## src/rtl/core/isc_pkg.sv

```systemverilog
// ----------------------------------------------------------------------------
// isc_pkg
// Shared types and constants for the IPv4/IPv6 subnet calculator.
// ----------------------------------------------------------------------------
`default_nettype none

package isc_pkg;

   localparam int unsigned ADDR_W = 128;
   localparam int unsigned HALF_W = 64;

   localparam logic [5:0] V4_MAX_PREFIX = 6'd32;
   localparam logic [5:0] V4_P2P_PREFIX = 6'd31;
   localparam logic [7:0] V6_MAX_PREFIX = 8'd128;
   localparam logic [7:0] V6_P2P_PREFIX = 8'd127;
   localparam logic [7:0] V6_HALF_PREFIX = 8'd64;

   localparam logic [31:0] PRIV_A_BASE = 32'h0A00_0000;
   localparam logic [31:0] PRIV_A_MASK = 32'hFF00_0000;
   localparam logic [31:0] PRIV_B_BASE = 32'hAC10_0000;
   localparam logic [31:0] PRIV_B_MASK = 32'hFFF0_0000;
   localparam logic [31:0] PRIV_C_BASE = 32'hC0A8_0000;
   localparam logic [31:0] PRIV_C_MASK = 32'hFFFF_0000;
   localparam logic [7:0]  ULA_FC      = 8'hFC;
   localparam logic [7:0]  ULA_FD      = 8'hFD;
   localparam logic [31:0] V4_MAPPED_TAG = 32'h0000_FFFF;

   typedef struct packed {
      logic        is_ipv6;
      logic [63:0] addr_hi;
      logic [63:0] addr_lo;
      logic [7:0]  prefix_len;
   } isc_req_type;

   typedef struct packed {
      logic [63:0] mask_hi;
      logic [63:0] mask_lo;
      logic [63:0] net_hi;
      logic [63:0] net_lo;
      logic [63:0] bcast_hi;
      logic [63:0] bcast_lo;
      logic [63:0] first_hi;
      logic [63:0] first_lo;
      logic [63:0] last_hi;
      logic [63:0] last_lo;
      logic [63:0] host_count;
      logic        private_flag;
   } isc_rsp_type;

   function automatic logic v4_private(input logic [31:0] a);
      return ((a & PRIV_A_MASK) == PRIV_A_BASE) ||
             ((a & PRIV_B_MASK) == PRIV_B_BASE) ||
             ((a & PRIV_C_MASK) == PRIV_C_BASE);
   endfunction

endpackage

`default_nettype wire

```

## src/rtl/core/isc_req_if.sv

```systemverilog
// ----------------------------------------------------------------------------
// isc_req_if
// Valid/ready channel carrying one address request.
// ----------------------------------------------------------------------------
`default_nettype none

interface isc_req_if;
   import isc_pkg::*;

   logic        valid;
   logic        ready;
   isc_req_type data;

   modport source (output valid, output data, input ready);
   modport sink   (input valid, input data, output ready);
endinterface

`default_nettype wire

```

## src/rtl/core/isc_rsp_if.sv

```systemverilog
// ----------------------------------------------------------------------------
// isc_rsp_if
// Valid/ready channel carrying one subnet result.
// ----------------------------------------------------------------------------
`default_nettype none

interface isc_rsp_if;
   import isc_pkg::*;

   logic        valid;
   logic        ready;
   isc_rsp_type data;

   modport source (output valid, output data, input ready);
   modport sink   (input valid, input data, output ready);
endinterface

`default_nettype wire

```

## src/rtl/core/ip_subnet_calculator_unit.sv

```systemverilog
// ----------------------------------------------------------------------------
// ip_subnet_calculator_unit
// CIDR subnet calculator for IPv4 and IPv6: mask, network, broadcast,
// first/last host, host count and private-range flag.
// ----------------------------------------------------------------------------
//  channel   dir  handshake      payload
//  req_bus   in   valid/ready    isc_req_type  (family, address, prefix)
//  rsp_bus   out  valid/ready    isc_rsp_type  (subnet result)
//
//  Four register stages: mask, network/broadcast/count, low-half +/-1,
//  high-half carry. One transaction per cycle while rsp_bus is not stalled.
//  The last stage is the output register; each full stage holds while the one
//  after it is full and stalled, so bubbles are squeezed out on a stall.
//  Reset (synchronous) clears the stage valid bits only.
// ----------------------------------------------------------------------------
`default_nettype none

module ip_subnet_calculator_unit (
   input  wire logic  clock,
   input  wire logic  reset,
   isc_req_if.sink    req_bus,
   isc_rsp_if.source  rsp_bus
);
   import isc_pkg::*;

   typedef struct packed {
      logic               is_v6;
      logic [ADDR_W-1:0]  addr;
      logic [ADDR_W-1:0]  mask;
      logic               p2p;      // prefix /31, /32, /127 or /128
      logic               single;   // full-length prefix
      logic               sat;      // IPv6 prefix below 64
      logic               priv;
   } s1_type;

   typedef struct packed {
      logic [ADDR_W-1:0]  mask;
      logic [ADDR_W-1:0]  net;
      logic [ADDR_W-1:0]  bcast;
      logic               p2p;
      logic [HALF_W-1:0]  count;
      logic               priv;
   } s2_type;

   typedef struct packed {
      logic [ADDR_W-1:0]  mask;
      logic [ADDR_W-1:0]  net;
      logic [ADDR_W-1:0]  bcast;
      logic [HALF_W-1:0]  first_lo;
      logic [HALF_W-1:0]  last_lo;
      logic               carry;
      logic               borrow;
      logic [HALF_W-1:0]  count;
      logic               priv;
   } s3_type;

   logic        v1_ff, v2_ff, v3_ff, v4_ff;
   logic        en1, en2, en3, en4;
   s1_type      s1_ff, s1_in;
   s2_type      s2_ff, s2_in;
   s3_type      s3_ff, s3_in;
   isc_rsp_type s4_ff, s4_in;

   // A stage advances when it is empty or its content moves on this cycle
   assign en4 = !v4_ff || rsp_bus.ready;
   assign en3 = !v3_ff || en4;
   assign en2 = !v2_ff || en3;
   assign en1 = !v1_ff || en2;

   assign req_bus.ready = en1;
   assign rsp_bus.valid = v4_ff;
   assign rsp_bus.data  = s4_ff;

   // Stage 1: clamp prefix, build mask, private-range check
   logic [5:0]  p4;
   logic [7:0]  p6;
   logic [31:0] mask4;
   logic [ADDR_W-1:0] mask6;
   logic        mapped;

   always_comb begin
      p4 = (req_bus.data.prefix_len > {2'b00, V4_MAX_PREFIX}) ?
           V4_MAX_PREFIX : req_bus.data.prefix_len[5:0];
      p6 = (req_bus.data.prefix_len > V6_MAX_PREFIX) ?
           V6_MAX_PREFIX : req_bus.data.prefix_len;
      mask4 = ~({32{1'b1}} >> p4);
      mask6 = ~({ADDR_W{1'b1}} >> p6);
      mapped = (req_bus.data.addr_hi == '0) &&
               (req_bus.data.addr_lo[63:32] == V4_MAPPED_TAG);

      s1_in.is_v6 = req_bus.data.is_ipv6;
      if (req_bus.data.is_ipv6) begin
         s1_in.addr   = {req_bus.data.addr_hi, req_bus.data.addr_lo};
         s1_in.mask   = mask6;
         s1_in.p2p    = (p6 >= V6_P2P_PREFIX);
         s1_in.single = (p6 == V6_MAX_PREFIX);
         s1_in.sat    = (p6 < V6_HALF_PREFIX);
         s1_in.priv   = mapped ? v4_private(req_bus.data.addr_lo[31:0]) :
                        ((req_bus.data.addr_hi[63:56] == ULA_FC) ||
                         (req_bus.data.addr_hi[63:56] == ULA_FD));
      end else begin
         s1_in.addr   = {96'd0, req_bus.data.addr_lo[31:0]};
         s1_in.mask   = {96'd0, mask4};
         s1_in.p2p    = (p4 >= V4_P2P_PREFIX);
         s1_in.single = (p4 == V4_MAX_PREFIX);
         s1_in.sat    = 1'b0;
         s1_in.priv   = v4_private(req_bus.data.addr_lo[31:0]);
      end
   end

   // Stage 2: network, broadcast, host count
   logic [HALF_W-1:0] host_bits;

   always_comb begin
      s2_in.mask = s1_ff.mask;
      s2_in.net  = s1_ff.addr & s1_ff.mask;
      if (s1_ff.is_v6) begin
         s2_in.bcast = s1_ff.addr | ~s1_ff.mask;
         host_bits   = ~s1_ff.mask[HALF_W-1:0];
      end else begin
         s2_in.bcast = {96'd0, s1_ff.addr[31:0] | ~s1_ff.mask[31:0]};
         host_bits   = {32'd0, ~s1_ff.mask[31:0]};
      end
      s2_in.p2p  = s1_ff.p2p;
      s2_in.priv = s1_ff.priv;
      if (s1_ff.p2p)
         s2_in.count = s1_ff.single ? 64'd1 : 64'd2;
      else if (s1_ff.sat)
         s2_in.count = {HALF_W{1'b1}};
      else
         s2_in.count = host_bits - 64'd1;
   end

   // Stage 3: low halves of first/last host, carry and borrow out
   always_comb begin
      s3_in.mask  = s2_ff.mask;
      s3_in.net   = s2_ff.net;
      s3_in.bcast = s2_ff.bcast;
      s3_in.count = s2_ff.count;
      s3_in.priv  = s2_ff.priv;
      if (s2_ff.p2p) begin
         s3_in.first_lo = s2_ff.net[HALF_W-1:0];
         s3_in.last_lo  = s2_ff.bcast[HALF_W-1:0];
         s3_in.carry    = 1'b0;
         s3_in.borrow   = 1'b0;
      end else begin
         s3_in.first_lo = s2_ff.net[HALF_W-1:0] + 64'd1;
         s3_in.last_lo  = s2_ff.bcast[HALF_W-1:0] - 64'd1;
         s3_in.carry    = &s2_ff.net[HALF_W-1:0];
         s3_in.borrow   = ~|s2_ff.bcast[HALF_W-1:0];
      end
   end

   // Stage 4: high halves, assemble the result
   always_comb begin
      s4_in.mask_hi      = s3_ff.mask[ADDR_W-1:HALF_W];
      s4_in.mask_lo      = s3_ff.mask[HALF_W-1:0];
      s4_in.net_hi       = s3_ff.net[ADDR_W-1:HALF_W];
      s4_in.net_lo       = s3_ff.net[HALF_W-1:0];
      s4_in.bcast_hi     = s3_ff.bcast[ADDR_W-1:HALF_W];
      s4_in.bcast_lo     = s3_ff.bcast[HALF_W-1:0];
      s4_in.first_hi     = s3_ff.net[ADDR_W-1:HALF_W] + {63'd0, s3_ff.carry};
      s4_in.first_lo     = s3_ff.first_lo;
      s4_in.last_hi      = s3_ff.bcast[ADDR_W-1:HALF_W] - {63'd0, s3_ff.borrow};
      s4_in.last_lo      = s3_ff.last_lo;
      s4_in.host_count   = s3_ff.count;
      s4_in.private_flag = s3_ff.priv;
   end

   always_ff @(posedge clock) begin
      if (reset) begin
         v1_ff <= 1'b0;
         v2_ff <= 1'b0;
         v3_ff <= 1'b0;
         v4_ff <= 1'b0;
      end else begin
         if (en1) v1_ff <= req_bus.valid;
         if (en2) v2_ff <= v1_ff;
         if (en3) v3_ff <= v2_ff;
         if (en4) v4_ff <= v3_ff;
      end
   end

   always_ff @(posedge clock) begin
      if (en1) s1_ff <= s1_in;
      if (en2) s2_ff <= s2_in;
      if (en3) s3_ff <= s3_in;
      if (en4) s4_ff <= s4_in;
   end

endmodule

`default_nettype wire

```

## src/flat_wrapper.sv

```systemverilog
// flat-port wrapper written by rule: the top's interface ports become plain ports
module ip_subnet_calculator_unit_flat import isc_pkg::*;
  (clock, reset, req_bus_valid, req_bus_data, req_bus_ready, rsp_bus_valid, rsp_bus_data, rsp_bus_ready);
  isc_req_if req_bus_i ();
  isc_rsp_if rsp_bus_i ();
  input  wire logic clock;
  input  wire logic reset;
  input wire logic [$bits(req_bus_i.valid)-1:0] req_bus_valid;
  input wire logic [$bits(req_bus_i.data)-1:0] req_bus_data;
  output wire logic [$bits(req_bus_i.ready)-1:0] req_bus_ready;
  output wire logic [$bits(rsp_bus_i.valid)-1:0] rsp_bus_valid;
  output wire logic [$bits(rsp_bus_i.data)-1:0] rsp_bus_data;
  input wire logic [$bits(rsp_bus_i.ready)-1:0] rsp_bus_ready;
  assign req_bus_i.valid = req_bus_valid;
  assign req_bus_i.data = req_bus_data;
  assign req_bus_ready = req_bus_i.ready;
  assign rsp_bus_valid = rsp_bus_i.valid;
  assign rsp_bus_data = rsp_bus_i.data;
  assign rsp_bus_i.ready = rsp_bus_ready;
  ip_subnet_calculator_unit u_core (.clock(clock), .reset(reset), .req_bus(req_bus_i), .rsp_bus(rsp_bus_i));
endmodule
```

## config.mk

```make
export PLATFORM = sky130hd
export DESIGN_NAME = ip_subnet_calculator_unit_flat
export DESIGN_NICKNAME = d
export VERILOG_FILES = /design/src/rtl/core/isc_pkg.sv /design/src/rtl/core/isc_req_if.sv /design/src/rtl/core/isc_rsp_if.sv /design/src/rtl/core/ip_subnet_calculator_unit.sv /design/src/flat_wrapper.sv
export SDC_FILE = /design/constraint.sdc
export NUM_CORES = 2
export LEC_CHECK = 0
export BUFFER_PORTS_ARGS = -buffer_cell sky130_fd_sc_hd__buf_2
export CAP_MARGIN = 25
export CORE_MARGIN = 5
export CORE_UTILIZATION = 60
export DETAILED_ROUTE_END_ITERATION = 7
export PLACE_DENSITY = 0.82
export SLEW_MARGIN = 20
export SYNTH_ARGS = -nofsm -noshare
export SYNTH_HDL_FRONTEND = slang
export SYNTH_SLANG_ARGS = --single-unit
```

## constraint.sdc

```tcl
create_clock -name clock -period 44.3 [get_ports clock]
set_input_delay 2.215 -clock clock [delete_from_list [all_inputs] [get_ports clock]]
set_output_delay 2.215 -clock clock [all_outputs]
set_load 0.005 [all_outputs]
```

Yosys cells after proc, flatten, opt, wreduce, memory -nomap -nowiden --
Index checks and enable logic that the tools add are counted.
Word-level totals: register bits 1999, input port bits 141, output and inout port bits 707, word-level logic and storage cells 95
Cells by class: add/sub/neg operators 5, magnitude comparators 5, eq/ne operators 8, shift operators 2, mux-type cells 10, bitwise logic cells 8, reduce and logical (&&, ||, !) cells 16
Operator list (number):
- NOT 128 bit | 2
- 2-to-1 mux 64 bit | 3
- 2-to-1 mux 130 bit | 1
- AND 128 bit | 1
- bitwise OR 128 bit | 1
- >> shifter 128 x 8 -> 128 bit, first input constant | 1
- subtractor 64 x 1 -> 64 bit, second input constant | 2
- adder 64 x 1 -> 64 bit | 1
- adder 64 x 1 -> 64 bit, second input constant | 1
- logical NOT 64 bit | 1
- NOT 32 bit | 2
- NOT 64 bit | 1
- AND reduction 64 bit | 1
- OR reduction 64 bit | 1
- subtractor 64 x 1 -> 64 bit | 1
- 2-to-1 mux 36 bit | 1
- equality test 32 x 16 -> 1 bit, second input constant | 1
- 2-to-1 mux 32 bit | 1
- bitwise OR 32 bit | 1
- >> shifter 32 x 6 -> 32 bit, first input constant | 1
- equality test 8 bit, second input constant | 3
- equality test 16 bit, second input constant | 1
- equality test 12 bit, second input constant | 1
- equality test 8 x 4 -> 1 bit, second input constant | 1
- 13 further kinds | 23

Logic depth before layout (Yosys ltp) --
depth after elaboration 5, depth in mapped cells 9, mapped depth without buffers 8

Least setup slack after synthesis --
Ideal clock, no wire load.
path kind input-to-reg, start point in rsp_bus_ready, end point reg u_core.s4_ff, in the netlist u_core.rsp_bus.data[0], enable pin, setup time 1.050 ns, arrival 15.893 ns, required time 43.250 ns, setup slack 27.358 ns, stages 2, path buffers 0, path through nor2b_1 > inv_1
On the way: longest elaborated chain between the ends 1
RTL lines:
- from (decl) | RTL line flat_wrapper.sv:13 | input wire logic [$bits(rsp_bus_i.ready)-1:0] rsp_bus_ready;
- logical OR 1 bit | RTL line ip_subnet_calculator_unit.sv:65 | assign en4 = !v4_ff || rsp_bus.ready;
- named net u_core.en4 | RTL line ip_subnet_calculator_unit.sv:58 | logic en1, en2, en3, en4;
- to (signal assigned) | RTL line ip_subnet_calculator_unit.sv:188 | if (en4) s4_ff <= s4_in;
- to (decl) | RTL line ip_subnet_calculator_unit.sv:62 | isc_rsp_type s4_ff, s4_in;
The timed path passes the listed nets, and every way through them passes these cells. A chain may end at the register's enable or synchronous reset.

Final worst setup path --
start point in rsp_bus_ready, end point out req_bus_ready
On the way: longest elaborated chain between the ends 4
RTL lines:
- logical OR 1 bit | RTL line ip_subnet_calculator_unit.sv:65
- logical OR 1 bit | RTL line ip_subnet_calculator_unit.sv:66 | assign en3 = !v3_ff || en4;
- logical OR 1 bit | RTL line ip_subnet_calculator_unit.sv:67 | assign en2 = !v2_ff || en3;
- logical OR 1 bit | RTL line ip_subnet_calculator_unit.sv:68 | assign en1 = !v1_ff || en2;
- to (decl) | RTL line flat_wrapper.sv:10 | output wire logic [$bits(req_bus_i.ready)-1:0] req_bus_ready;
No other way between the ends.

==> results.toml <==
[run_status]
run_status = "complete, no violations"

[route]
wl_per_cell_um = 29.8
firstDrtPassIters = 7
wirelength_um = 204000
first_iter_violations = 6247
routed-via-count = 41663
ant_nets = 0
via_per_inst = 6.09
drcViolationCount = 0

[placed_design]
gp_congestion = 0.930
dp.cells = 6460
io_buffers = 847
placed_cell_area_sq_um = 78400
dp_hpwl_um = 141000

[sta]
clock.fmax_ghz = 0.161
worstMarginPinSlew_ns = 1.10
setup-violations-final = 0
hold_viol_final = 0
relSlewSlack_pct = 26.1
final_max_slew_viol_count = 0
rsz0062_at_grt = "false"
fin_tns_setup_ns = 0
min_period_ns = 6.22
hold_ws_ns = 0.400
fin_worst_skew_ns = 0.0435
min_period_over_period_pct = 14.0

[pwr]
pwr_density_cell_nw_per_um2 = 48.2
switching_share_pct = 21.6
clkPwrFrac_pct = 39.6
p_leak_nw = 33.6
combPwrFrac_pct = 3.8
intPower_mw = 3.20
p_seq_share_pct = 56.6
power_switching_uw = 881
irDropWorstVdd_mv = 0.0403

[critical_path]
cp-end-kind = "primary output"
reg2reg_depth = 7
crit_fanout = 34
critPathKind = "in -> out"
startpoint_type = "primary input"
cp_data_arrival_time_ns = 4.00
required_ns = 42.08

[yosys]
ys.flop_type = "edfxtp_1"
synth_edf_count = 1995
async_flop_share_pct = 0
yosysUniqueCellTypes = 70
synth_seq_cells = 1999
syn_inst = 4071
syn-num-nets = 4220
synth_area_per_cell_sq_um = 17.7
yosysWarnings = 0
synth_largest_area_cell = "edfxtp_1"
syn_area_sq_um = 72100
synth_top_cell_area_share_pct = 83.1
seq_area_frac_synth_pct = 83.2
synthTopCellsByArea = "edfxtp_1 (83%), and2_1 (2.0%), xnor2_1 (2.0%), a21oi_1 (1.4%), xor2_1 (1.4%)"

[floorplanning]
fp.dieW_um = 357
die_h_um = 357
io_pins = 848
row_count = 127
initial_core_util_pct = 60.3
core_sq_um = 120000
die-area_sq_um = 127000

[global_route]
grt.total_usage_pct = 31.6
antenna_found_initial = 37
grt_max_degree = 162
grt_pass1_wl_um = 286000
overflow = 0
grt_pass1_vias = 40308

[layout]
area_delta_synth_final_pct = 17.6
drive_above_1_share_pct = 23.6
final_cell_mix = "edfxtp_1 (1995), buf_2 (847), and2_1 (231)"
nets = 5192
final_common_cell = "edfxtp_1"
stdcell_count = 6839
finalInstanceArea_sq_um = 84800

[clocking]
clockRootBuffer = "clkbuf_16"
numCtsBuffers = 186
clock_path_buffers = 3
ctsHoldBuffers = 0
cts_setup_buffers = 0
cts.sinks = 1999
clkTransAtPathRegs_ns = 0.06
cts_tree = "yes"
clkLatencyLatePin_ns = 0.82
cts_resized = 0
cts_max_level = 4

[run]
cap_viol_max_count = 0

[min_path]
hold-path-cell-count = 0
hold_class = "reg -> reg"
[worst paths after layout]
kind	start	endpoint	slack [ns]
hold reg to reg	u_core.s3_ff[75]	u_core.rsp_bus.data[73]	0.40
setup reg to reg	u_core.rsp_bus.valid	u_core.s2_ff[357]	39.92
hold / removal	u_core.s3_ff[75]	u_core.rsp_bus.data[73]	0.40
setup / recovery	rsp_bus_ready	req_bus_ready	38.08
[worst max-delay path: stages]
cell     delay (ns)
buf_2          0.09
nor2b_1        0.53
and3_1         0.47
nand2_4        0.38
buf_2          0.28
[layout make-up]
| class | count | area (sq um) |
|---|---|---|
| Tap cell | 1612 | 2020 |
| Multi-Input combinational cell | 1804 | 11200 |
| Clock buffer | 231 | 4840 |
| Antenna cell | 30 | 75.1 |
| Clock inverter | 111 | 1300 |
| Timing Repair Buffer | 911 | 4820 |
| Sequential cell | 1999 | 60000 |
| Inverter | 141 | 547 |
| Fill cell | 7129 | 34800 |
[power by group through the flow]
stage	sequential, mW	combinational (mW)	clock, mW
after floorplan	2.30	0.0602	0
after global placement	2.34	0.148	0
after detailed placement	2.35	0.153	0
after CTS	2.31	0.155	1.63
after global routing	2.32	0.167	1.71
final	2.31	0.157	1.62
[routing by layer]
layer	track usage, %	part of all wire, %	wire length (um)
met5	0	0.084	171
met4	15.4	5.6	11400
met3	8.48	11	22800
met2	48.3	46	94700
met1	43.0	37	74900
[state kept, by name, summed over array words and instances (netlist names)]
signal	cells
u_core.rsp_bus.valid	1
u_core.s3_ff	579
u_core.s2_ff	450
u_core.rsp_bus.data	705
u_core.v1_ff	1
u_core.v2_ff	1
u_core.s1_ff	261
u_core.v3_ff	1
[cell families (layout without fill, tap and decap cells)]
group	after synthesis	count (layout)	share of synthesized area, %
compound gates	394	394	3.22
fa+ha+maj	8	8	0.139
flops	1999	1999	83.2
other cells	0	30	0
buf+inv	268	1394	1.42
simple gates	1121	1121	8.61
mux	4	4	0.0607
xor+xnor	277	277	3.36
[synth_stat cells (all sizes together) (11+ instances only)]
library cell	instances
nor3	90
a221oi	11
nor4	89
o21ai	73
nand4b	14
and3	27
and2	231
o21a	20
nand4	78
buf	20
xor2	113
or3	25
nor2	147
o31ai	12
and4	21
edfxtp	1995
a21oi	203
nand3	100
clkbuf	107
xnor2	164
inv	141
or2	13
or4	17
nand3b	12
nand2	179
nand2b	48
[through the flow]
| step | setup slack, ns | utilization [%] | total power [mW] |
|---|---|---|---|
| after floorplan | 27.36 | - | 2.36 |
| after global placement | 37.92 | 65.5 | 2.49 |
| after detailed placement | 37.76 | 65.6 | 2.50 |
| after CTS | 38.06 | 70.7 | 4.10 |
| after global routing | 38.00 | 70.8 | 4.20 |
| final | 38.08 | 70.9 | 4.08 |
No activity file was read; power rests on OpenSTA's default activity.
